File: config.mk
export PLATFORM = sky130hd
export DESIGN_NAME = lrp_state_stack
export DESIGN_NICKNAME = d
export VERILOG_FILES = /design/src/hdl/lrp_pkg.sv /design/src/hdl/lrp_state_stack.sv
export SDC_FILE = /design/constraint.sdc
export NUM_CORES = 1
export LEC_CHECK = 0
export BUFFER_PORTS_ARGS = -buffer_cell sky130_fd_sc_hd__clkbuf_2
export CORE_MARGIN = 2
export CORE_UTILIZATION = 56
export DETAILED_ROUTE_END_ITERATION = 8
export PLACE_DENSITY = 0.75
export RECOVER_POWER = 25
export SLEW_MARGIN = 25
export SYNTH_ARGS = -nofsm -noshare
export SYNTH_HDL_FRONTEND = slang
export SYNTH_SLANG_ARGS = --single-unit
File: constraint.sdc
create_clock -name clock -period 1.8 [get_ports clock]
set_clock_uncertainty 0.15 [all_clocks]
set_input_delay 0 -clock clock [delete_from_list [all_inputs] [get_ports clock]]
set_output_delay 0 -clock clock [all_outputs]
set_load 0.01 [all_outputs]
File: src/hdl/lrp_pkg.sv
// Shared types, codes and defaults of the LR shift-reduce parser.
package lrp_pkg;

   localparam int STATE_W  = 8;
   localparam int SYMBOL_W = 6;
   localparam int VALUE_W  = 8;
   localparam int PROD_W   = 7;
   localparam int RHS_W    = 4;

   localparam int DEF_NUM_STATES      = 256;
   localparam int DEF_NUM_SYMBOLS     = 64;
   localparam int DEF_NUM_PRODUCTIONS = 128;
   localparam int DEF_STACK_DEPTH     = 64;
   localparam int DEF_MAX_RHS         = 15;
   localparam int DEF_MAX_REDUCTIONS  = 63;

   typedef enum logic [1:0] {
      OP_LOAD_ENTRY = 2'd0,
      OP_LOAD_PROD  = 2'd1,
      OP_TOKEN      = 2'd2,
      OP_RESTART    = 2'd3
   } opcode_type;

   typedef enum logic [1:0] {
      ACT_EMPTY  = 2'd0,
      ACT_SHIFT  = 2'd1,
      ACT_REDUCE = 2'd2,
      ACT_ACCEPT = 2'd3
   } act_kind_type;

   typedef enum logic [2:0] {
      RES_ACK      = 3'd0,
      RES_REDUCED  = 3'd1,
      RES_SHIFTED  = 3'd2,
      RES_ACCEPTED = 3'd3,
      RES_ERROR    = 3'd4
   } res_kind_type;

   typedef enum logic [2:0] {
      ERR_NONE      = 3'd0,
      ERR_NO_ENTRY  = 3'd1,
      ERR_OVERFLOW  = 3'd2,
      ERR_UNDERFLOW = 3'd3,
      ERR_RED_LIMIT = 3'd4,
      ERR_ENDED     = 3'd5
   } err_code_type;

   typedef enum logic [2:0] {
      ST_IDLE,
      ST_ACK,
      ST_LOOK,
      ST_DECIDE,
      ST_PROD,
      ST_BELOW,
      ST_GOTO
   } fsm_type;

   typedef struct packed {
      act_kind_type        kind;
      logic [VALUE_W-1:0]  value;
   } act_entry_type;

   typedef struct packed {
      logic [SYMBOL_W-1:0] lhs;
      logic [RHS_W-1:0]    len;
   } prod_entry_type;

   typedef struct packed {
      logic                en;
      logic [STATE_W-1:0]  state;
      logic [SYMBOL_W-1:0] symbol;
   } act_rd_type;

   typedef struct packed {
      logic                en;
      logic [STATE_W-1:0]  state;
      logic [SYMBOL_W-1:0] symbol;
      act_entry_type       entry;
   } act_wr_type;

endpackage

File: src/hdl/lrp_state_stack.sv
// Parser state stack memory; the bottom entry always reads as state 0.
module lrp_state_stack #(
   parameter int STACK_DEPTH = lrp_pkg::DEF_STACK_DEPTH
) (
   input  logic                           clock,
   input  logic                           wr_en,
   input  logic [$clog2(STACK_DEPTH)-1:0] wr_idx,
   input  logic [lrp_pkg::STATE_W-1:0]    wr_state,
   input  logic                           rd_en,
   input  logic [$clog2(STACK_DEPTH)-1:0] rd_idx,
   output logic [lrp_pkg::STATE_W-1:0]    rd_state
);
   import lrp_pkg::*;

   logic [STATE_W-1:0] mem [STACK_DEPTH];
   logic [STATE_W-1:0] rd_data_ff;
   logic               rd_bottom_ff;

   always_ff @(posedge clock) begin
      if (wr_en) begin
         mem[wr_idx] <= wr_state;
      end
   end

   always_ff @(posedge clock) begin
      if (rd_en) begin
         rd_data_ff   <= mem[rd_idx];
         rd_bottom_ff <= (rd_idx == '0);
      end
   end

   assign rd_state = rd_bottom_ff ? '0 : rd_data_ff;

endmodule

**Word-level counts from Yosys, hierarchy flattened**

Memory sizes are Yosys's and may differ from the RTL's. A register that Yosys moved wholly into a read port is not among the register bits.
Cells that the tools add are included.

- Multiplexer cells: 3
- Reductions and logical operators: 1

Operator list:

| operator | count |
|---|---|
| $mux 8 | 1 |
| $logic_not 6->1 | 1 |
| $mux 1 | 2 |

- Bits in registers: 1
- Memory bits (writable): 512
- Bits of input ports: 23
- Output and inout port bits: 8
- Logic and storage cells: 6
- Memories: 1

Memory list:

| memory | words | bits a word | read ports | clocked after Yosys merged registers in | wr ports | line | source |
|---|---|---|---|---|---|---|---|
| mem | 64 | 8 | 1 | 1 | 1 | lrp_state_stack.sv:15 | `logic [STATE_W-1:0] mem [STACK_DEPTH];` |

**Depth between registers and ports, before layout**

Gate-level depths: netlist of run 1.

- Depth after elaboration: 2
- Mapped depth: 10
- Mapped depth without buffers: 5

**Least setup slack after synthesis of run 1**

No wires, ideal clock.

- Path type: register to register
- Start point: memory mem[53][5]
- End point: register rd_data_ff[5], read port of mem, data pin
- Library setup time: 0.256 ns
- Arrival time: 1.574 ns
- Data required time: 1.394 ns
- Path slack: -0.180 ns
- Cell stages (with the launch flop): 5
- Buffers on the path: 0
- Clock period less this slack: 1.980 ns
- Cells stage by stage: edfxtp_1 > mux4_1 > mux2_2 > or3_1 > a41o_1

RTL lines:

| item | line | source |
|---|---|---|
| from (decl) | lrp_state_stack.sv:15 |  |
| to (decl) | lrp_state_stack.sv:16 | `logic [STATE_W-1:0] rd_data_ff;` |

==> results of run 1 <==
## worst min-delay path, delay by kind of cell
family / cells / cell delay [ns]
buffers and inverters: 1 / 0.13
AND/OR/NAND/NOR: 3 / 0.42
## stage by stage
step / setup WS [ns] / cell area [um^2]
floorplan: -0.134 / 20500
global placement: -0.492 / 22300
detailed placement: -0.498 / 22300
CTS: -0.297 / 24200
global route: -0.308 / 24300
finish: -0.277 / 24300
## metal layers
metal | vias up | wire, um | global-route usage [%]
met5 | - | 8 | 0
met4 | 2 | 1740 | 9.39
met3 | 124 | 4780 | 5.15
met2 | 617 | 22600 | 39.7
met1 | 5560 | 18800 | 36.8
li1 | 4571 | - | -
## synthesized netlist by cell type (3+ instances only)
cell / number
a311oi_1: 3
nor2_1: 75
buf_8: 5
a22oi_1: 14
nand2b_1: 3
buf_4: 6
or3_1: 3
a21oi_1: 11
clkbuf_1: 21
o221ai_1: 14
nand3_1: 10
nor4_1: 5
mux2i_1: 74
a211oi_1: 5
nand2_1: 19
o22ai_1: 11
nand3b_1: 4
mux4_1: 17
edfxtp_1: 521
nor3_1: 4
a22o_1: 6
o21ai_0: 8
mux4_2: 79
mux2_2: 7
nor2b_1: 18
buf_6: 9
buf_2: 13
## path summary, 6_finish.rpt
path	startpoint	endpoint	slack, ns	depth (start not counted)
worst max-delay path	mem[23][7]$_DFFE_PP_	rd_data_ff[7]$_DFFE_PP_	-0.28	5
worst min-delay path	wr_en	mem[55][7]$_DFFE_PP_	0.01	4
worst max register to register	mem[23][7]$_DFFE_PP_	rd_data_ff[7]$_DFFE_PP_	-0.28	5
worst min register to register	mem[38][6]$_DFFE_PP_	rd_data_ff[6]$_DFFE_PP_	0.72	4
## power groups by stage
stage | combinational [mW] | sequential [mW] | clock (mW)
2_1_floorplan | 0.753 | 13.7 | 0
3_3_place_gp | 1.38 | 13.7 | 0
3_5_place_dp | 1.41 | 13.8 | 0
4_1_cts | 1.50 | 13.5 | 10.8
5_1_grt | 1.60 | 13.5 | 11.3
6_report | 1.52 | 13.5 | 10.7
## kinds of logic (layout without fill, tap and decap cells)
group | count (synthesis) | after routing | share of synthesized area [%]
buffers and inverters | 60 | 311 | 2.05
AO/OA/AOI/OAI | 91 | 91 | 3.25
AND/OR/NAND/NOR | 154 | 154 | 3.60
multiplexers | 177 | 177 | 14.8
flip-flops | 521 | 521 | 76.3
## flip-flops by register name, summed over array words and instances (netlist names)
signal	cells
mem	512
rd_data_ff	8
rd_bottom_ff	1
## layout make-up
class	instances	share of cell area [%]
Sequential cell	521	64.5
Tap cell	468	2.41
Clock buffer	65	5.65
Clock inverter	29	1.29
Multi-Input combinational cell	422	19.1
Inverter	2	0.0309
Timing Repair Buffer	215	7.05
## repair_timing
action,4_1_cts,5_1_grt
pin swaps,11,7
cloned,0,0
endpoints found under the setup margin,8,14
gates resized for setup,33,9
hold endpoints to repair,553,0
hold buffers,18,0
==> out/metrics.cfg, run 1 <==
[grt]
grt_overflow = 0
grt_antenna_before_repair = 2
first_global_vias = 11047
grt_pass1_wl_mm = 70.9
grt_max_degree = 65
grt_use_total_pct = 25.6

[power_and_ir_drop]
clockPowerShare_pct = 41.5
p_comb_share_pct = 5.9
p_sw_share_pct = 20.4
p_seq_share_pct = 52.5
p_leak_nw = 8.16
p_per_area_nw_per_um2 = 1060
intPower_mw = 20.5
vdd_drop_max_uv = 719
power.total_mw = 25.7
power.switching_mw = 5.25

[cells_and_area]
fillCellCount = 2270
final_common_cell = edfxtp_1
drive_above_1_share_pct = 31.2
stdcell_count = 1722
final_cell_mix = edfxtp_1 (521), buf_4 (150), mux4_2 (87)
syn_to_final_growth_pct = 18.3
multi_input_area_um2 = 4630
fin_nets = 1236
diodes = 0
seqCellArea_um2 = 15600
fin_util_pct = 66.8

[min_path]
worstHoldPathType = in2reg

[cts]
cts_setup_buffers = 0
cts_buffers = 51
h-tree-depth = 2
cts_root_buf = clkbuf_16
cts_tree = yes
cts_num_sinks = 521
clock_path_buffers = 3
path_clk_slew_ns = 0.06
clock_latency_ns = 0.57

[yosys]
ys_warn_count = 0
netlist-cell-type-count = 52
synth_area_leader_cell = edfxtp_1
synth_edf_count = 521
ys_top_cells_by_area = edfxtp_1 (76%), mux4_2 (8.7%), mux2i_1 (3.6%), mux4_1 (2.2%), nor2_1 (1.4%)
synthFlopType = edfxtp_1
yosysSeqAreaShare_pct = 76.3
syn_inst = 1003
ys_ff_latch = 521
synth_top_area_share_pct = 76.3
synth_area_um2 = 20500
async_reset_ff_share_pct = 0
synth_nets = 1026
avgSynthCellArea_um2 = 20.5

[setup_path]
cp.arrival_ns = 2.24
critPathKind = reg2reg
startpoint_type = flip-flop
crit_family = multiplexers
crit_path_max_incr_delay_ns = 0.50
path_max_fanout = 1
worst_ep_required_time_ns = 1.97
worstPathCellList = mux4_2, mux2i_2, mux2_2, a211oi_2, a31o_1
critPathBufInv = 0
cp-end-kind = flip-flop
slowest_stage = mux4_2

[outcome]
violations = max-capacitance violations, max-slew violations, negative setup slack
status = finished, violations left

[timing]
maxSlewViolCount = 130
period_minus_slack_ns = 2.08
finalCritPeriodShare_pct = 115
final_hold_viol_count = 0
holdWs_ns = 0.0102
final.setup.tns_ns = -1.65
relSlewSlack_pct = -0.838
rsz0062_at_grt = true
final-setup-viol-count = 8
finalWorstSetupSlack_ns = -0.277
fmax_ghz = 0.481
worstMarginPinSlew_ns = 1.51

[detailed_routing]
drtPass1Iterations = 5
num_vias = 10874
drt-initial-drc-count = 1233
routed_wirelength_mm = 48.0
vias_per_cell = 6.31
wire_per_inst_um = 27.9
antenna_left = 0
drc_errors = 0

[die]
core_region_area_um2 = 36300
start_util_pct = 56.4
dieArea_um2 = 38200
row_count = 70
die_w_um = 195
die_y_um = 195
io_pins = 31

[placement]
post-place-cells = 1612
gp_congestion = 0.869
dpl.hpwl_mm = 29.3
portBuffers = 30

[flow_run]
maxCapViolations = 2

(Power assumes the default switching activity.)
==> run 2: changes to the inputs <==
- HOLD_SLACK_MARGIN: unset -> 0.1
- RECOVER_POWER: 25 -> unset
- SKIP_CTS_REPAIR_TIMING: unset -> 1
==> out/metrics.cfg, run 2 (synthesized netlist as in run 1, its figures left out) <==
[detailed_routing]
vias_per_cell = 6.30
num_vias = 10874
antenna_left = 0
drc_errors = 0
drtPass1Iterations = 5
wire_per_inst_um = 27.7
routed_wirelength_mm = 47.8
drt-initial-drc-count = 1306

[cts]
cts_buffers = 51
h-tree-depth = 2
path_clk_slew_ns = 0.06
cts_root_buf = clkbuf_16
clock_latency_ns = 0.57
cts_num_sinks = 521
cts_tree = yes
clock_path_buffers = 3

[timing]
worstMarginPinSlew_ns = 0.754
rsz0062_at_grt = true
final.setup.tns_ns = -1.70
fmax_ghz = 0.484
finalCritPeriodShare_pct = 115
finalWorstSetupSlack_ns = -0.268
relSlewSlack_pct = 49.8
final-setup-viol-count = 8
period_minus_slack_ns = 2.07
maxSlewViolCount = 0
final_hold_viol_count = 0

[flow_run]
maxCapViolations = 0

[cells_and_area]
final_common_cell = edfxtp_1
largestRegisters = mem: 512 flops, rd_data_ff: 8 flops, rd_bottom_ff: 1 flops
fillCellCount = 2277
fin_util_pct = 66.8
regMostFlops = mem
drive_above_1_share_pct = 31.0
fin_nets = 1239
final_cell_mix = edfxtp_1 (521), buf_4 (158), mux4_2 (87)
largest_reg_flops = 512
design_area_um2 = 24300
syn_to_final_growth_pct = 18.4
diodes = 0

[setup_path]
critPathKind = reg2reg
path_max_fanout = 1
r2r_end = rd_data_ff[5]$_DFFE_PP_
cp.arrival_ns = 2.24
startpoint_type = flip-flop
worst_ep_required_time_ns = 1.97
worst_r2r_startpoint = mem[49][5]$_DFFE_PP_
reg2reg_slack_ns = -0.27
cp-end-kind = flip-flop
r2r_cells = 4

[power_and_ir_drop]
power.total_mw = 25.7
vdd_drop_max_uv = 710
p_per_area_nw_per_um2 = 1060
p_leak_nw = 8.18

[die]
row_count = 70
die_y_um = 195
start_util_pct = 56.4
dieArea_um2 = 38200
core_region_area_um2 = 36300
io_pins = 31
die_w_um = 195

[grt]
grt_pass1_wl_mm = 70.2
grt_max_degree = 65
grt_overflow = 0
grt_antenna_before_repair = 1
first_global_vias = 10929
grt_use_total_pct = 25.4

[outcome]
status = finished, violations left
violations = negative setup slack

[placement]
dpl-instance-area_um2 = 22300
dpl.hpwl_mm = 29.3
portBuffers = 30
gp_congestion = 0.869

[min_path]
min_from = rd_idx[4]
whs_path_depth = 4
worstHoldPathType = in2reg
hold_end = rd_data_ff[1]$_DFFE_PP_

==> run 2: routing by layer <==
layer,track usage (%),wire [um],vias up
met5,0,13,-
met4,8.68,1620,2
met3,5.42,4670,114
met2,39.2,22600,596
met1,36.5,18800,5581
li1,-,-,4581
==> run 2: worst max-delay path, cell delays in order (launching register included) <==
cell      delay, ns
edfxtp_1       0.37
mux4_2         0.46
mux2_4         0.28
or3_4          0.33
a41o_1         0.22
==> run 2: area by class of cell <==
cell class                 instances  area (um^2)  area share (%)
multi-input combinational        422         4600            18.9
sequential                       521        15600            64.4
inverter                           2         7.51          0.0309
tap                              468          586            2.41
timing repair buffer             218         1760            7.26
clock inverter                    29          313            1.29
clock buffer                      65         1370            5.65
==> run 2: power by group <==
| group | leakage (nW) | internal [mW] | switching (mW) |
|---|---|---|---|
| Clock | 0.813 | 6.37 | 4.29 |
| Combinational | 2.67 | 0.634 | 0.890 |
| Sequential | 4.69 | 13.5 | 0.0396 |
==> run 2: worst max-delay path by stage <==
| stage | from | to | slack (ns) | depth (start not counted) |
|---|---|---|---|---|
| after CTS | mem[3][6]$_DFFE_PP_ | rd_data_ff[6]$_DFFE_PP_ | -0.40 | 6 |
| after global routing | mem[23][7]$_DFFE_PP_ | rd_data_ff[7]$_DFFE_PP_ | -0.34 | 5 |
| after detailed placement | rd_idx[1] | rd_data_ff[3]$_DFFE_PP_ | -0.50 | 8 |
| after floorplan | mem[55][5]$_DFFE_PP_ | rd_data_ff[5]$_DFFE_PP_ | -0.13 | 4 |
| after global placement | rd_idx[3] | rd_data_ff[7]$_DFFE_PP_ | -0.49 | 8 |
| final | mem[49][5]$_DFFE_PP_ | rd_data_ff[5]$_DFFE_PP_ | -0.27 | 4 |
==> run 2: through the flow <==
stage | std cells | hold WS (ns) | setup slack [ns]
floorplan | 1003 | -0.0511 | -0.134
global placement | 1612 | 0.313 | -0.492
detailed placement | 1612 | 0.318 | -0.498
CTS | 1706 | -0.271 | -0.402
global route | 1725 | 0.118 | -0.337
finish | 1725 | 0.102 | -0.268
==> run 3: changes to the inputs <==
--- a/config.mk
+++ b/config.mk
@@ -8,8 +8,8 @@
 export BUFFER_PORTS_ARGS = -buffer_cell sky130_fd_sc_hd__clkbuf_2
 export CORE_MARGIN = 2
-export CORE_UTILIZATION = 56
+export CORE_UTILIZATION = 54
 export DETAILED_ROUTE_END_ITERATION = 8
 export HOLD_SLACK_MARGIN = 0.1
-export PLACE_DENSITY = 0.75
+export PLACE_DENSITY = 0.73
 export SKIP_CTS_REPAIR_TIMING = 1
 export SLEW_MARGIN = 25
==> constraint.sdc (replaced) <==
create_clock -name clock -period 1.8 [get_ports clock]
set_clock_uncertainty 0.15 [all_clocks]
set_input_delay 0.54 -clock clock [delete_from_list [all_inputs] [get_ports clock]]
set_output_delay 0.54 -clock clock [all_outputs]
set_load 0.01 [all_outputs]
==> out/metrics.cfg, run 3 (synthesized netlist as in run 1, its figures left out) <==
[timing]
maxSlewViolCount = 0
fmax_ghz = 0.468
period_minus_slack_ns = 2.14
relSlewSlack_pct = 52.0
final_hold_viol_count = 0
final-setup-viol-count = 16
worstMarginPinSlew_ns = 0.720
finalCritPeriodShare_pct = 119
rsz0062_at_grt = true
finalWorstSetupSlack_ns = -0.336

[cts]
cts_tree = yes
h-tree-depth = 2
cts_root_buf = clkbuf_16
cts_buffers = 50
path_clk_slew_ns = 0.06
clock_path_buffers = 3
clock_latency_ns = 0.59
cts_num_sinks = 521

[placement]
dpl.hpwl_mm = 31.1
place_ws_ns = -1.07
gp_congestion = 0.863
portBuffers = 30
dpl-instance-area_um2 = 23700

[detailed_routing]
wire_per_inst_um = 28.6
routed_wirelength_mm = 51.1
drtPass1Iterations = 5
drt-initial-drc-count = 1450
antenna_left = 0
vias_per_cell = 6.21
drc_errors = 0
num_vias = 11094

[power_and_ir_drop]
p_leak_nw = 8.63
p_per_area_nw_per_um2 = 1000
vdd_drop_max_uv = 769
power.total_mw = 26.1

[setup_path]
critPathBufInv = 4
critPathKind = in2reg
startpoint_type = input port
cp-end-kind = flip-flop
slowest_stage = a311o_1
path_max_fanout = 7
cp_common_cell = buf_4
cp.arrival_ns = 2.42
crit_family = compound AO/OA/AOI/OAI gates
worst_ep_required_time_ns = 2.09
reg2reg_slack_ns = -0.29
crit_path_max_incr_delay_ns = 0.39
worstPathCellList = buf_4, buf_6, or3b_1, buf_4, buf_4, o22ai_2, nor4_2, a311o_1, o21ai_1

[cells_and_area]
regMostFlops = mem
largestRegisters = mem: 512 flops, rd_data_ff: 8 flops, rd_bottom_ff: 1 flops
final_cell_mix = edfxtp_1 (521), buf_4 (124), mux4_2 (83)
diodes = 0
drive_above_1_share_pct = 41.4
syn_to_final_growth_pct = 27.1
design_area_um2 = 26100
fin_nets = 1259
largest_reg_flops = 512
final_common_cell = edfxtp_1

[die]
dieArea_um2 = 39600
die_w_um = 199
core_region_area_um2 = 37600
die_y_um = 199
start_util_pct = 54.6
row_count = 71
io_pins = 31

[grt]
grt_overflow = 0
grt_max_degree = 65
grt_use_total_pct = 25.9
grt_pass1_wl_mm = 72.3
first_global_vias = 11006
grt_antenna_before_repair = 0

[flow_run]
maxCapViolations = 0

[min_path]
worstHoldPathType = in2reg

[outcome]
status = finished, violations left
violations = negative setup slack

-- run 3: area by class of cell --
type                       count  area [um^2]
timing repair buffer         239         2760
sequential                   521        15600
clock buffer                  63         1360
inverter                       2         7.51
multi-input combinational    422         5350
tap                          511          639
fill                        2202        11500
clock inverter                29          313
-- run 3: layer usage --
| metal | track usage [%] | vias up | wire (um) | part of all wire, % |
|---|---|---|---|---|
| met5 | 0 | - | 0 | 0 |
| met4 | 7.44 | 0 | 1520 | 3.0 |
| met3 | 5.04 | 89 | 4720 | 9.2 |
| met2 | 41.5 | 616 | 25000 | 49 |
| met1 | 36.7 | 5744 | 19900 | 39 |
| li1 | - | 4645 | - | - |
-- run 3: stage by stage --
step / std cells / setup TNS, ns / hold WS, ns / utilization [%]
2_1_floorplan: 1003 / -75.81 / 0.489 / -
3_3_place_gp: 1669 / -116.85 / 0.652 / 63.1
3_5_place_dp: 1669 / -122.97 / 0.637 / 63.1
4_1_cts: 1761 / -5.72 / 0.224 / 67.6
5_1_grt: 1787 / -5.03 / 0.245 / 69.4
6_report: 1787 / -4.34 / 0.259 / 69.4
-- run 3: worst paths after layout --
| path | from | to | cells after the start |
|---|---|---|---|
| hold / removal | rd_en | rd_bottom_ff$_DFFE_PP_ | 1 |
| hold reg to reg | mem[38][6]$_DFFE_PP_ | rd_data_ff[6]$_DFFE_PP_ | 4 |
| setup / recovery | rd_idx[2] | rd_data_ff[6]$_DFFE_PP_ | 9 |
| setup reg to reg | mem[15][7]$_DFFE_PP_ | rd_data_ff[7]$_DFFE_PP_ | 6 |
-- run 3: power by group --
part	switching (mW)	total [mW]	internal (mW)
logic	1.04	1.86	0.820
registers	0.0388	13.5	13.5
clock network	4.40	10.8	6.35
total	5.48	26.1	20.6
